===== src/hdl/mts_pkg.sv =====
`default_nettype none
// ----------------------------------------------------------------------------
// mts_pkg: shared types and codes of the min tracking stack
// Opcodes, status codes, payload widths and the control records that pass
// between the controller and the datapath.
// ----------------------------------------------------------------------------
package mts_pkg;

	localparam int unsigned DATA_W   = 32;
	localparam int unsigned DEPTH_W  = 7;
	localparam int unsigned OP_W     = 2;
	localparam int unsigned STATUS_W = 2;

	localparam logic [OP_W-1:0] OP_QUERY = 2'd0;
	localparam logic [OP_W-1:0] OP_PUSH  = 2'd1;
	localparam logic [OP_W-1:0] OP_POP   = 2'd2;

	localparam logic [STATUS_W-1:0] STATUS_OK        = 2'd0;
	localparam logic [STATUS_W-1:0] STATUS_POP_EMPTY = 2'd1;
	localparam logic [STATUS_W-1:0] STATUS_PUSH_FULL = 2'd2;

	// One stored slot: the entry and the minimum of it and all slots below.
	typedef struct packed {
		logic signed [DATA_W-1:0] data;
		logic signed [DATA_W-1:0] rmin;
	} mts_entry_t;

	// Controller to datapath.
	typedef struct packed {
		logic push;
		logic pop;
		logic load;
	} mts_cmd_t;

	// Datapath to controller.
	typedef struct packed {
		logic empty;
		logic full;
	} mts_stat_t;

endpackage
`default_nettype wire


===== src/hdl/mts_req_if.sv =====
`default_nettype none
// ----------------------------------------------------------------------------
// mts_req_if: request channel
// Valid/ready channel carrying one stack operation and its value.
// ----------------------------------------------------------------------------
interface mts_req_if
	import mts_pkg::*;
();
	logic                     valid;
	logic                     ready;
	logic [OP_W-1:0]          opcode;
	logic signed [DATA_W-1:0] value;

	modport source (output valid, output opcode, output value, input ready);
	modport sink   (input valid, input opcode, input value, output ready);
endinterface
`default_nettype wire


===== src/hdl/mts_rsp_if.sv =====
`default_nettype none
// ----------------------------------------------------------------------------
// mts_rsp_if: response channel
// Valid/ready channel carrying the stack view after one operation.
// ----------------------------------------------------------------------------
interface mts_rsp_if
	import mts_pkg::*;
();
	logic                     valid;
	logic                     ready;
	logic signed [DATA_W-1:0] top_value;
	logic signed [DATA_W-1:0] min_value;
	logic [DEPTH_W-1:0]       depth;
	logic                     is_empty;
	logic [STATUS_W-1:0]      status;

	modport source (output valid, output top_value, output min_value, output depth,
		output is_empty, output status, input ready);
	modport sink   (input valid, input top_value, input min_value, input depth,
		input is_empty, input status, output ready);
endinterface
`default_nettype wire


===== src/hdl/min_tracking_stack.sv =====
`default_nettype none
// A query or push response is valid in the cycle after the request transfer; a pop
// response follows the S_FILL state, as the new top comes from the registered memory read.
// The controller holds one operation at a time and takes no new request until the
// response has transferred, so any response stall holds the request channel.
// Reset: arst_n clears the entry count and the controller; the slot memory is not
// cleared, and only slots written by a push ever reach the outputs.
// ----------------------------------------------------------------------------
// min_tracking_stack: LIFO stack with minimum tracking
// Push, pop or query per request; each response gives top, minimum, depth,
// an empty flag and a status code.
// ----------------------------------------------------------------------------
module min_tracking_stack
	import mts_pkg::*;
#(
	parameter int unsigned STACK_DEPTH = 64
) (
	input  wire logic clk,
	input  wire logic arst_n,
	mts_req_if.sink   req,
	mts_rsp_if.source rsp
);

	mts_cmd_t  cmd;
	mts_stat_t stat;

	mts_ctrl u_ctrl (
		.clk        (clk),
		.arst_n     (arst_n),
		.req_valid  (req.valid),
		.req_opcode (req.opcode),
		.req_ready  (req.ready),
		.rsp_valid  (rsp.valid),
		.rsp_ready  (rsp.ready),
		.stat       (stat),
		.cmd        (cmd),
		.status     (rsp.status)
	);

	mts_dpath #(
		.STACK_DEPTH (STACK_DEPTH)
	) u_dpath (
		.clk        (clk),
		.arst_n     (arst_n),
		.cmd        (cmd),
		.push_value (req.value),
		.stat       (stat),
		.top_value  (rsp.top_value),
		.min_value  (rsp.min_value),
		.depth      (rsp.depth),
		.is_empty   (rsp.is_empty)
	);

endmodule
`default_nettype wire


===== src/hdl/mts_ctrl.sv =====
`default_nettype none
// ----------------------------------------------------------------------------
// mts_ctrl: stack controller
// Takes one request at a time, issues push, pop and top refill commands to
// the datapath, and holds the response until its transfer.
// ----------------------------------------------------------------------------
module mts_ctrl
	import mts_pkg::*;
(
	input  wire logic                clk,
	input  wire logic                arst_n,
	input  wire logic                req_valid,
	input  wire logic [OP_W-1:0]     req_opcode,
	output logic                     req_ready,
	output logic                     rsp_valid,
	input  wire logic                rsp_ready,
	input  wire mts_stat_t           stat,
	output mts_cmd_t                 cmd,
	output logic [STATUS_W-1:0]      status
);

	typedef enum logic [1:0] {
		S_IDLE,
		S_FILL,
		S_SEND
	} state_t;

	state_t              state_q;
	logic [STATUS_W-1:0] status_q;
	logic [STATUS_W-1:0] code;
	logic                accept;

	assign accept    = (state_q == S_IDLE) && req_valid;
	assign req_ready = (state_q == S_IDLE);
	assign rsp_valid = (state_q == S_SEND);
	assign status    = status_q;

	always_comb begin
		cmd  = '0;
		code = STATUS_OK;
		if (accept) begin
			unique case (req_opcode)
				OP_PUSH: begin
					cmd.push = !stat.full;
					if (stat.full) code = STATUS_PUSH_FULL;
				end
				OP_POP: begin
					cmd.pop = !stat.empty;
					if (stat.empty) code = STATUS_POP_EMPTY;
				end
				default: begin
					code = STATUS_OK;
				end
			endcase
		end
		if (state_q == S_FILL) cmd.load = 1'b1;
	end

	always_ff @(posedge clk or negedge arst_n) begin
		if (!arst_n) begin
			state_q  <= S_IDLE;
			status_q <= STATUS_OK;
		end else begin
			unique case (state_q)
				S_IDLE: begin
					if (req_valid) begin
						status_q <= code;
						state_q  <= cmd.pop ? S_FILL : S_SEND;
					end
				end
				S_FILL: begin
					state_q <= S_SEND;
				end
				S_SEND: begin
					if (rsp_ready) state_q <= S_IDLE;
				end
				default: begin
					state_q <= S_IDLE;
				end
			endcase
		end
	end

`ifndef NO_ASSERTIONS
	a_one_cmd: assert property (@(posedge clk) disable iff (!arst_n)
		$onehot0({cmd.push, cmd.pop, cmd.load}))
		else $error("more than one datapath command at once");
	a_pop_refills: assert property (@(posedge clk) disable iff (!arst_n)
		cmd.pop |=> cmd.load)
		else $error("pop not followed by top refill");
	a_rejected_code: assert property (@(posedge clk) disable iff (!arst_n)
		(accept && !cmd.push && !cmd.pop && (req_opcode == OP_PUSH || req_opcode == OP_POP))
		|=> (status_q != STATUS_OK))
		else $error("ignored operation reported as ok");
`endif

endmodule
`default_nettype wire


===== src/hdl/mts_dpath.sv =====
`default_nettype none
// ----------------------------------------------------------------------------
// mts_dpath: stack datapath
// Holds the top slot in registers and the slots below it in a memory with a
// registered read port, and keeps the running minimum with each slot.
// ----------------------------------------------------------------------------
module mts_dpath
	import mts_pkg::*;
#(
	parameter int unsigned STACK_DEPTH = 64
) (
	input  wire logic                     clk,
	input  wire logic                     arst_n,
	input  wire mts_cmd_t                 cmd,
	input  wire logic signed [DATA_W-1:0] push_value,
	output mts_stat_t                     stat,
	output logic signed [DATA_W-1:0]      top_value,
	output logic signed [DATA_W-1:0]      min_value,
	output logic [DEPTH_W-1:0]            depth,
	output logic                          is_empty
);

	localparam int unsigned CW = $clog2(STACK_DEPTH + 1);
	localparam int unsigned AW = $clog2(STACK_DEPTH);

	mts_entry_t mem [STACK_DEPTH];
	mts_entry_t rd_q;
	mts_entry_t top_q;
	logic [CW-1:0] count_q;
	logic [CW-1:0] cnt_m1;
	logic [CW-1:0] cnt_m2;
	logic signed [DATA_W-1:0] new_min;
	logic empty;

	assign cnt_m1 = count_q - CW'(1);
	assign cnt_m2 = count_q - CW'(2);
	assign empty  = (count_q == '0);

	assign stat.empty = empty;
	assign stat.full  = (count_q == CW'(STACK_DEPTH));

	assign new_min = (!empty && (top_q.rmin < push_value)) ? top_q.rmin : push_value;

	always_ff @(posedge clk) begin
		if (cmd.push && !empty) mem[cnt_m1[AW-1:0]] <= top_q;
		rd_q <= mem[cnt_m2[AW-1:0]];
	end

	always_ff @(posedge clk) begin
		if (cmd.push) begin
			top_q.data <= push_value;
			top_q.rmin <= new_min;
		end else if (cmd.load) begin
			top_q <= rd_q;
		end
	end

	always_ff @(posedge clk or negedge arst_n) begin
		if (!arst_n) begin
			count_q <= '0;
		end else if (cmd.push) begin
			count_q <= count_q + CW'(1);
		end else if (cmd.pop) begin
			count_q <= cnt_m1;
		end
	end

	assign top_value = empty ? '0 : top_q.data;
	assign min_value = empty ? '0 : top_q.rmin;
	assign depth     = DEPTH_W'(count_q);
	assign is_empty  = empty;

`ifndef NO_ASSERTIONS
	a_push_grows: assert property (@(posedge clk) disable iff (!arst_n)
		cmd.push |=> (count_q == $past(count_q) + CW'(1)))
		else $error("push did not grow the stack");
	a_pop_shrinks: assert property (@(posedge clk) disable iff (!arst_n)
		cmd.pop |=> (count_q == $past(count_q) - CW'(1)))
		else $error("pop did not shrink the stack");
	a_bounds: assert property (@(posedge clk) disable iff (!arst_n)
		!(cmd.push && stat.full) && !(cmd.pop && stat.empty))
		else $error("operation past a stack bound");
	a_min_order: assert property (@(posedge clk) disable iff (!arst_n)
		cmd.push |=> (top_q.rmin <= top_q.data))
		else $error("running minimum above top entry");
`endif

endmodule
`default_nettype wire

===== src/flat_wrapper.sv =====
// flat-port wrapper written by rule: the top's interface ports become plain ports
module min_tracking_stack_flat import mts_pkg::*;
#(
	parameter int unsigned STACK_DEPTH = 64
)
  (clk, arst_n, req_valid, req_opcode, req_value, req_ready, rsp_valid, rsp_top_value, rsp_min_value, rsp_depth, rsp_is_empty, rsp_status, rsp_ready);
  mts_req_if req_i ();
  mts_rsp_if rsp_i ();
  input  wire logic clk;
  input  wire logic arst_n;
  input wire logic [$bits(req_i.valid)-1:0] req_valid;
  input wire logic [$bits(req_i.opcode)-1:0] req_opcode;
  input wire logic [$bits(req_i.value)-1:0] req_value;
  output wire logic [$bits(req_i.ready)-1:0] req_ready;
  output wire logic [$bits(rsp_i.valid)-1:0] rsp_valid;
  output wire logic [$bits(rsp_i.top_value)-1:0] rsp_top_value;
  output wire logic [$bits(rsp_i.min_value)-1:0] rsp_min_value;
  output wire logic [$bits(rsp_i.depth)-1:0] rsp_depth;
  output wire logic [$bits(rsp_i.is_empty)-1:0] rsp_is_empty;
  output wire logic [$bits(rsp_i.status)-1:0] rsp_status;
  input wire logic [$bits(rsp_i.ready)-1:0] rsp_ready;
  assign req_i.valid = req_valid;
  assign req_i.opcode = req_opcode;
  assign req_i.value = req_value;
  assign req_ready = req_i.ready;
  assign rsp_valid = rsp_i.valid;
  assign rsp_top_value = rsp_i.top_value;
  assign rsp_min_value = rsp_i.min_value;
  assign rsp_depth = rsp_i.depth;
  assign rsp_is_empty = rsp_i.is_empty;
  assign rsp_status = rsp_i.status;
  assign rsp_i.ready = rsp_ready;
  min_tracking_stack #(.STACK_DEPTH(STACK_DEPTH)) u_core (.clk(clk), .arst_n(arst_n), .req(req_i), .rsp(rsp_i));
endmodule

===== config.mk =====
export PLATFORM = sky130hd
export DESIGN_NAME = min_tracking_stack_flat
export DESIGN_NICKNAME = d
export VERILOG_FILES = /design/src/hdl/mts_pkg.sv /design/src/hdl/mts_req_if.sv /design/src/hdl/mts_rsp_if.sv /design/src/hdl/min_tracking_stack.sv /design/src/hdl/mts_ctrl.sv /design/src/hdl/mts_dpath.sv /design/src/flat_wrapper.sv
export SDC_FILE = /design/constraint.sdc
export NUM_CORES = 2
export LEC_CHECK = 0
export ABC_CLOCK_PERIOD_IN_PS = 7800
export BUFFER_PORTS_ARGS = -buffer_cell sky130_fd_sc_hd__buf_2
export CORE_ASPECT_RATIO = 1.75
export CORE_MARGIN = 4
export CORE_UTILIZATION = 63
export CTS_CLUSTER_SIZE = 24
export DETAILED_ROUTE_END_ITERATION = 8
export GPL_ROUTABILITY_DRIVEN = 0
export PLACE_DENSITY = 0.79
export SLEW_MARGIN = 5
export SYNTH_ARGS = -nofsm -noshare
export SYNTH_HDL_FRONTEND = slang
export SYNTH_SLANG_ARGS = --single-unit

===== constraint.sdc =====
create_clock -name clk -period 7.8 [get_ports clk]
set_clock_uncertainty 0.1 [all_clocks]
set_input_delay 0.39 -clock clk [delete_from_list [all_inputs] [get_ports clk]]
set_output_delay 0.39 -clock clk [all_outputs]
set_load 0.02 [all_outputs]

* Word-level counts from Yosys, hierarchy flattened *
Memory sizes are Yosys's and may differ from the RTL's. A register that Yosys moved wholly into a read port is not among the register bits.
Cells that the tools add are included.

word-level totals
  word-level logic and storage cells = 51
  memories = 1
  output and inout bits = 76
  bits of input ports = 38
  bits in registers = 75
  memory bits (writable) = 4096

cells by class
  $add $sub $neg = 3
  equal/unequal tests = 8
  $lt $le $gt $ge = 1
  mux-type cells = 21
  reduce and logical (&&, ||, !) cells = 12

memories
  memory              depth  width  rd ports  clocked after Yosys merged registers in  write ports  RTL line         text
  u_core.u_dpath.mem  64     64     1         1                                        1            mts_dpath.sv:26  mts_entry_t mem [STACK_DEPTH];

operators by type and width
  cell                 number
  $mux 64              2
  $mux 32              3
  $lt 32x32->1         1
  $mux 7               2
  $mux 2               6
  $add 7x1->7 const B  1
  $eq 7x7->1 const B   1
  $logic_not 7->1      1
  $sub 7x1->7 const B  1
  $mux 1               6
  $pmux 2 s3           1
  $reduce_and 2->1     3
  $sub 6x2->6 const B  1
  $eq 2x1->1 const B   2
  $eq 2x2->1 const B   2
  $ne 2x2->1 const B   2
  $pmux 2 s2           1
  $reduce_bool 2->1    2
  $logic_and 1x1->1    3
  $logic_not 1->1      2
  $logic_not 2->1      1
  $ne 2x1->1 const B   1

* Longest topological paths before layout *
  depth after elaboration = 7
  mapped depth = 16
  mapped depth without buffers = 9

* Modules after synthesis *
A second synthesis with hierarchy kept.

unflattened totals
  cells, all modules = 6851
  area total of the unflattened synthesis = 162130.5 um^2

by module, submodules not included
  module     seq. area each (um^2)  cells an instance  area an instance (um^2)  times used
  mts_dpath  126376.2               6826               161870.2                 1
  mts_ctrl   100.1                  25                 260.2                    1

* Worst setup path after synthesis *
No wires, ideal clock.

  kind = register to register
  start = reg u_core.u_dpath.count_q[1], in the netlist u_core.u_dpath.depth[1]
  end = mem u_core.u_dpath.mem[44][0] (netlist bit), enable pin
  data required time = 7213 ps
  slack = 1246 ps
  path buffers = 5
  setup time = 487 ps
  arrival = 5968 ps
  cell stages (with the launch flop) = 14
  period minus slack after synthesis = 6554 ps
  cells stage by stage = dfrtp_1 buf_2 clkbuf_1 buf_2 buf_2 buf_1 inv_1 ha_1 nor4b_1 nand3_1 nand4_1 nor3_1 nand3_1 nor2_1

on the way
  longest elaborated chain between the ends = 7
  elaborated cells on any way between the ends = 10
  classes of those cells = add/sub (1); eq/ne (1); mux (4); reduce/logical (4)

RTL lines
  element                       RTL line         text
  start, declared               mts_dpath.sv:29  logic [CW-1:0] count_q;
  start signal, assigned        mts_dpath.sv:62  count_q <= count_q + CW'(1);
  start signal, assigned        mts_dpath.sv:64  count_q <= cnt_m1;
  $eq 7x7->1                    mts_dpath.sv:40  assign stat.full = (count_q == CW'(STACK_DEPTH));
  $logic_not 1->1               mts_ctrl.sv:44   cmd.push = !stat.full;
  $mux 1                        mts_ctrl.sv:42   unique case (req_opcode)
  $mux 2                        mts_ctrl.sv:41   if (accept) begin
  $logic_and 1x1->1             mts_dpath.sv:45  if (cmd.push && !empty) mem[cnt_m1[AW-1:0]] <= top_q;
  $mux 1                        mts_dpath.sv:45
  $mux 1 (implied by the code)  mts_dpath.sv:45
  end, declared                 mts_dpath.sv:26

Several ways; a longest one is shown, not always the timed one.

* Worst setup path in the final report *
  start = reg u_core.u_dpath.count_q[1], in the netlist u_core.u_dpath.depth[1]
  end = mem u_core.u_dpath.mem[31][27] (netlist bit), enable pin

Same word-level chain as after synthesis.

==> impl_metrics.py <==
metrics = {
    "setup_path": {
        "critPathRequiredTime_ns": 8.22,
        "worst-endpoint-arrival_ns": 6.26,
        "critical_path.startpoint_type": "flop",
        "r2r.worst_path.cells": 9,
        "endpoint_kind": "flop",
        "path_class": "flop to flop",
        "worst-path-max-fanout": 52,
    },
    "grt": {
        "globalRouteMet3Util": 0.0888,
        "met2_grt_util": 0.569,
        "first_global_vias": 82400,
        "global_routing_s_busiest_layer": "met2",
        "grt.total_usage": 0.356,
        "grt_start_max_net_pins": 154,
        "grt_first_pass_wirelength_mm": 652,
        "grt_use_met1": 0.449,
        "grt_antenna_before_repair": 32,
        "overflow": 0,
    },
    "pwr": {
        "total_leakage_power_uw": 0.0556,
        "power.share.combinational": 0.336,
        "total_switching_power_uw": 21200,
        "power.ir.vdd_worst_mv": 0.488,
        "cellInternalPower_uw": 44500,
        "power.density_cell_area_nw_per_um2": 368,
        "power_uw": 65700,
        "switching_share": 0.323,
        "clkPwrFrac": 0.266,
        "power.share.sequential": 0.398,
    },
    "synthesis": {
        "synthTopCellsByArea": "sky130_fd_sc_hd__edfxtp_1 77%, sky130_fd_sc_hd__mux4_2 17%, sky130_fd_sc_hd__dfxtp_1 0.79%",
        "ys_top_cells_by_count": "4160 x sky130_fd_sc_hd__edfxtp_1, 1216 x sky130_fd_sc_hd__mux4_2, 247 x sky130_fd_sc_hd__nand2_1, 153 x sky130_fd_sc_hd__buf_2, 152 x sky130_fd_sc_hd__clkbuf_1",
        "synth_area_per_cell_sq_um": 24.1,
        "synth-main-ff-cell": "sky130_fd_sc_hd__edfxtp_1",
        "sequential_to_total_area_share_from_yosys_stat": 0.784,
        "ys.warnings.count": 0,
        "syn-instance-count": 6705,
        "synthesized_area_sq_um": 161000,
        "synth_cell_type_count": 49,
        "post-synth-top-count-cell": "sky130_fd_sc_hd__edfxtp_1",
        "postSynthNetCount": 6781,
        "ys_ff_latch": 4235,
        "count_of_flip_flops_with_a_built_in_enable_after_synthesis": 4160,
        "yosys.area.top_type_share": 0.775,
        "async_reset_ff_frac": 0.00260,
        "yosysTopAreaCell": "sky130_fd_sc_hd__edfxtp_1",
    },
    "clocking": {
        "cts_made_buffers": 339,
        "ctsHtreeMaxLevel": 5,
        "clk_root_buffer_cell": "sky130_fd_sc_hd__clkbuf_16",
        "hold_bufs_inserted_after_cts": 35,
        "post_cts_buffers": 0,
        "number_of_sinks_on_the_clock_net": 4235,
        "post_cts_resize_count": 0,
        "clock_tree_from_tritoncts": "done",
        "cts_max_path_bufs": 4,
        "clkSlewWorstSetupHoldPaths_ns": 0.07,
        "worstSkewPairLatency_ns": 0.90,
    },
    "detailed_routing": {
        "remaining_drc_errors": 0,
        "wl_per_cell_um": 43.4,
        "vias_per_cell": 7.62,
        "route.final.wire_length_mm": 465,
        "vias": 81600,
        "dr.pass1.iters": 7,
        "drt_iter0_drc": 15600,
        "detail-route-antenna-nets": 0,
    },
    "die": {
        "placementRows": 245,
        "die_y_um": 677,
        "starting_utilization_of_the_core_area": 0.633,
        "boundaryPins": 114,
        "die-area_sq_um": 264000,
        "fp.coreArea_sq_um": 255000,
        "chipWidth_um": 390,
    },
    "min_path": {
        "holdCritPathClass": "input port to flop",
        "hold_crit_depth": 3,
    },
    "job": {
        "max_cap_violations": 0,
    },
    "sta": {
        "layout_worst_path_cycle_share": 0.749,
        "timing_max_transition_violations_final": 0,
        "setup_tns_ns": 0,
        "timing.final.setup_violations": 0,
        "slew_headroom": 0.0828,
        "finalCriticalPeriod_ns": 5.84,
        "hold_violations": 0,
        "fmaxAchievable_ghz": 0.171,
        "layout_setup_ws_ns": 1.96,
        "max_slew.worst_pin.slew_ns": 1.37,
        "rsz0062_at_grt": "no",
    },
    "placed_design": {
        "place_hpwl_mm": 242,
        "place_ws_ns": 2.29,
        "buffer_ports.inserted": 113,
    },
    "cells_and_area": {
        "synthToLayoutAreaGrowth_pct": 10.8,
        "n_fill_cell": 13100,
        "share_of_layout_cells_above_drive_strength_1": 0.310,
        "multi_input_comb_area_sq_um": 33700,
        "area.sequential_sq_um": 126000,
        "finish.utilization": 0.701,
        "post_layout_nets": 7171,
    },
    "status": {
        "outcome": "finished clean",
    },
}
-- through the flow --
step                hold WS, ns  cell area [sq um]  cells
floorplan              -0.00559             161000   6705
global placement          0.192             167000  10100
detailed placement        0.189             167000  10100
CTS                      0.0253             179000  10700
global route             0.0590             179000  10700
finish                   0.0772             179000  10700
-- power by group through the flow --
stage,sequential (uW),combinational (uW),clock [uW]
after detailed placement,26600,21100,0
after CTS,26100,21800,17600
after global routing,26100,22600,18600
after floorplan,26500,14000,0
final,26200,22100,17500
after global placement,26600,20700,0
-- registers in the layout (all words and copies together) (netlist names) --
register	cells
u_core.u_dpath.top_q	64
u_core.u_dpath.depth	7
u_core.u_ctrl.status	2
u_core.u_dpath.rd_q	64
u_core.u_ctrl.state_q	2
u_core.u_dpath.mem	4096
-- placed cells by master, fill, tap and decap left out, drive strengths merged, types with 3 or more instances in the layout --
cell,n
dfrtp,11
ha,38
dfxtp,64
diode,15
and3,4
nand2,247
nand4,5
mux2i,32
mux4,1216
bufinv,29
mux2,99
a21oi,19
a31oi,3
nand3,8
xor2,4
inv,47
xnor2,8
nor3b,5
nor2b,69
clkbuf,436
a22oi,31
clkinv,117
o22ai,66
clkinvlp,18
nor3,6
buf,360
nor2,93
a221o,3
o21ai,58
edfxtp,4160
o221a,49
dlygate4sd3,35
-- final timing paths --
| kind | from | endpoint | slack, ns |
|---|---|---|---|
| min in group asynchronous | arst_n | u_core.u_dpath.depth[6] | 0.47 |
| worst max register to register | u_core.u_dpath.depth[1] | u_core.u_dpath.mem[31][27] | 1.96 |
| worst max-delay path | u_core.u_dpath.depth[1] | u_core.u_dpath.mem[31][27] | 1.96 |
| worst min register to register | u_core.u_dpath.rd_q[17] | u_core.u_dpath.top_q[17] | 0.40 |
| worst min-delay path | req_value[24] | u_core.u_dpath.top_q[56] | 0.08 |
| max in group asynchronous | arst_n | u_core.u_dpath.depth[0] | 6.67 |
-- layer usage --
layer | routed length [um] | up-vias
met2 | 230000 | 8454
met3 | 61400 | 1764
met1 | 139000 | 42000
li1 | - | 29400
met4 | 35000 | 28
met5 | 188 | -
-- area by class of cell --
type	count	area share
antenna	15	0.000210
clock buffer	436	0.0518
clock inverter	170	0.00897
inverter	41	0.000861
multi-input combinational	2083	0.189
sequential	4235	0.708
tap	3334	0.0233
timing repair buffer	395	0.0184
-- cells by family after synthesis --
group,Yosys count,synth area share
buffers and inverters,387,0.0107
multiplexers,1347,0.179
adder cells (fa/ha/maj),38,0.00295
XOR/XNOR,12,0.000652
AO/OA/AOI/OAI,241,0.0108
AND/OR/NAND/NOR,445,0.0120
flip-flops,4235,0.784
-- worst max-delay path, cell delays in order (launching register included) --
cell                      delay (ns)
sky130_fd_sc_hd__dfrtp_4        1.01
sky130_fd_sc_hd__inv_1          0.26
sky130_fd_sc_hd__ha_1           0.32
sky130_fd_sc_hd__nor4b_1        0.17
sky130_fd_sc_hd__nand3_1        0.21
sky130_fd_sc_hd__nand4_1        0.21
sky130_fd_sc_hd__nor3_1         0.81
sky130_fd_sc_hd__nand2_1        0.80
sky130_fd_sc_hd__nor2_4         0.97
sky130_fd_sc_hd__buf_4          0.58
Note: power is estimated with default switching activity, not from simulation.
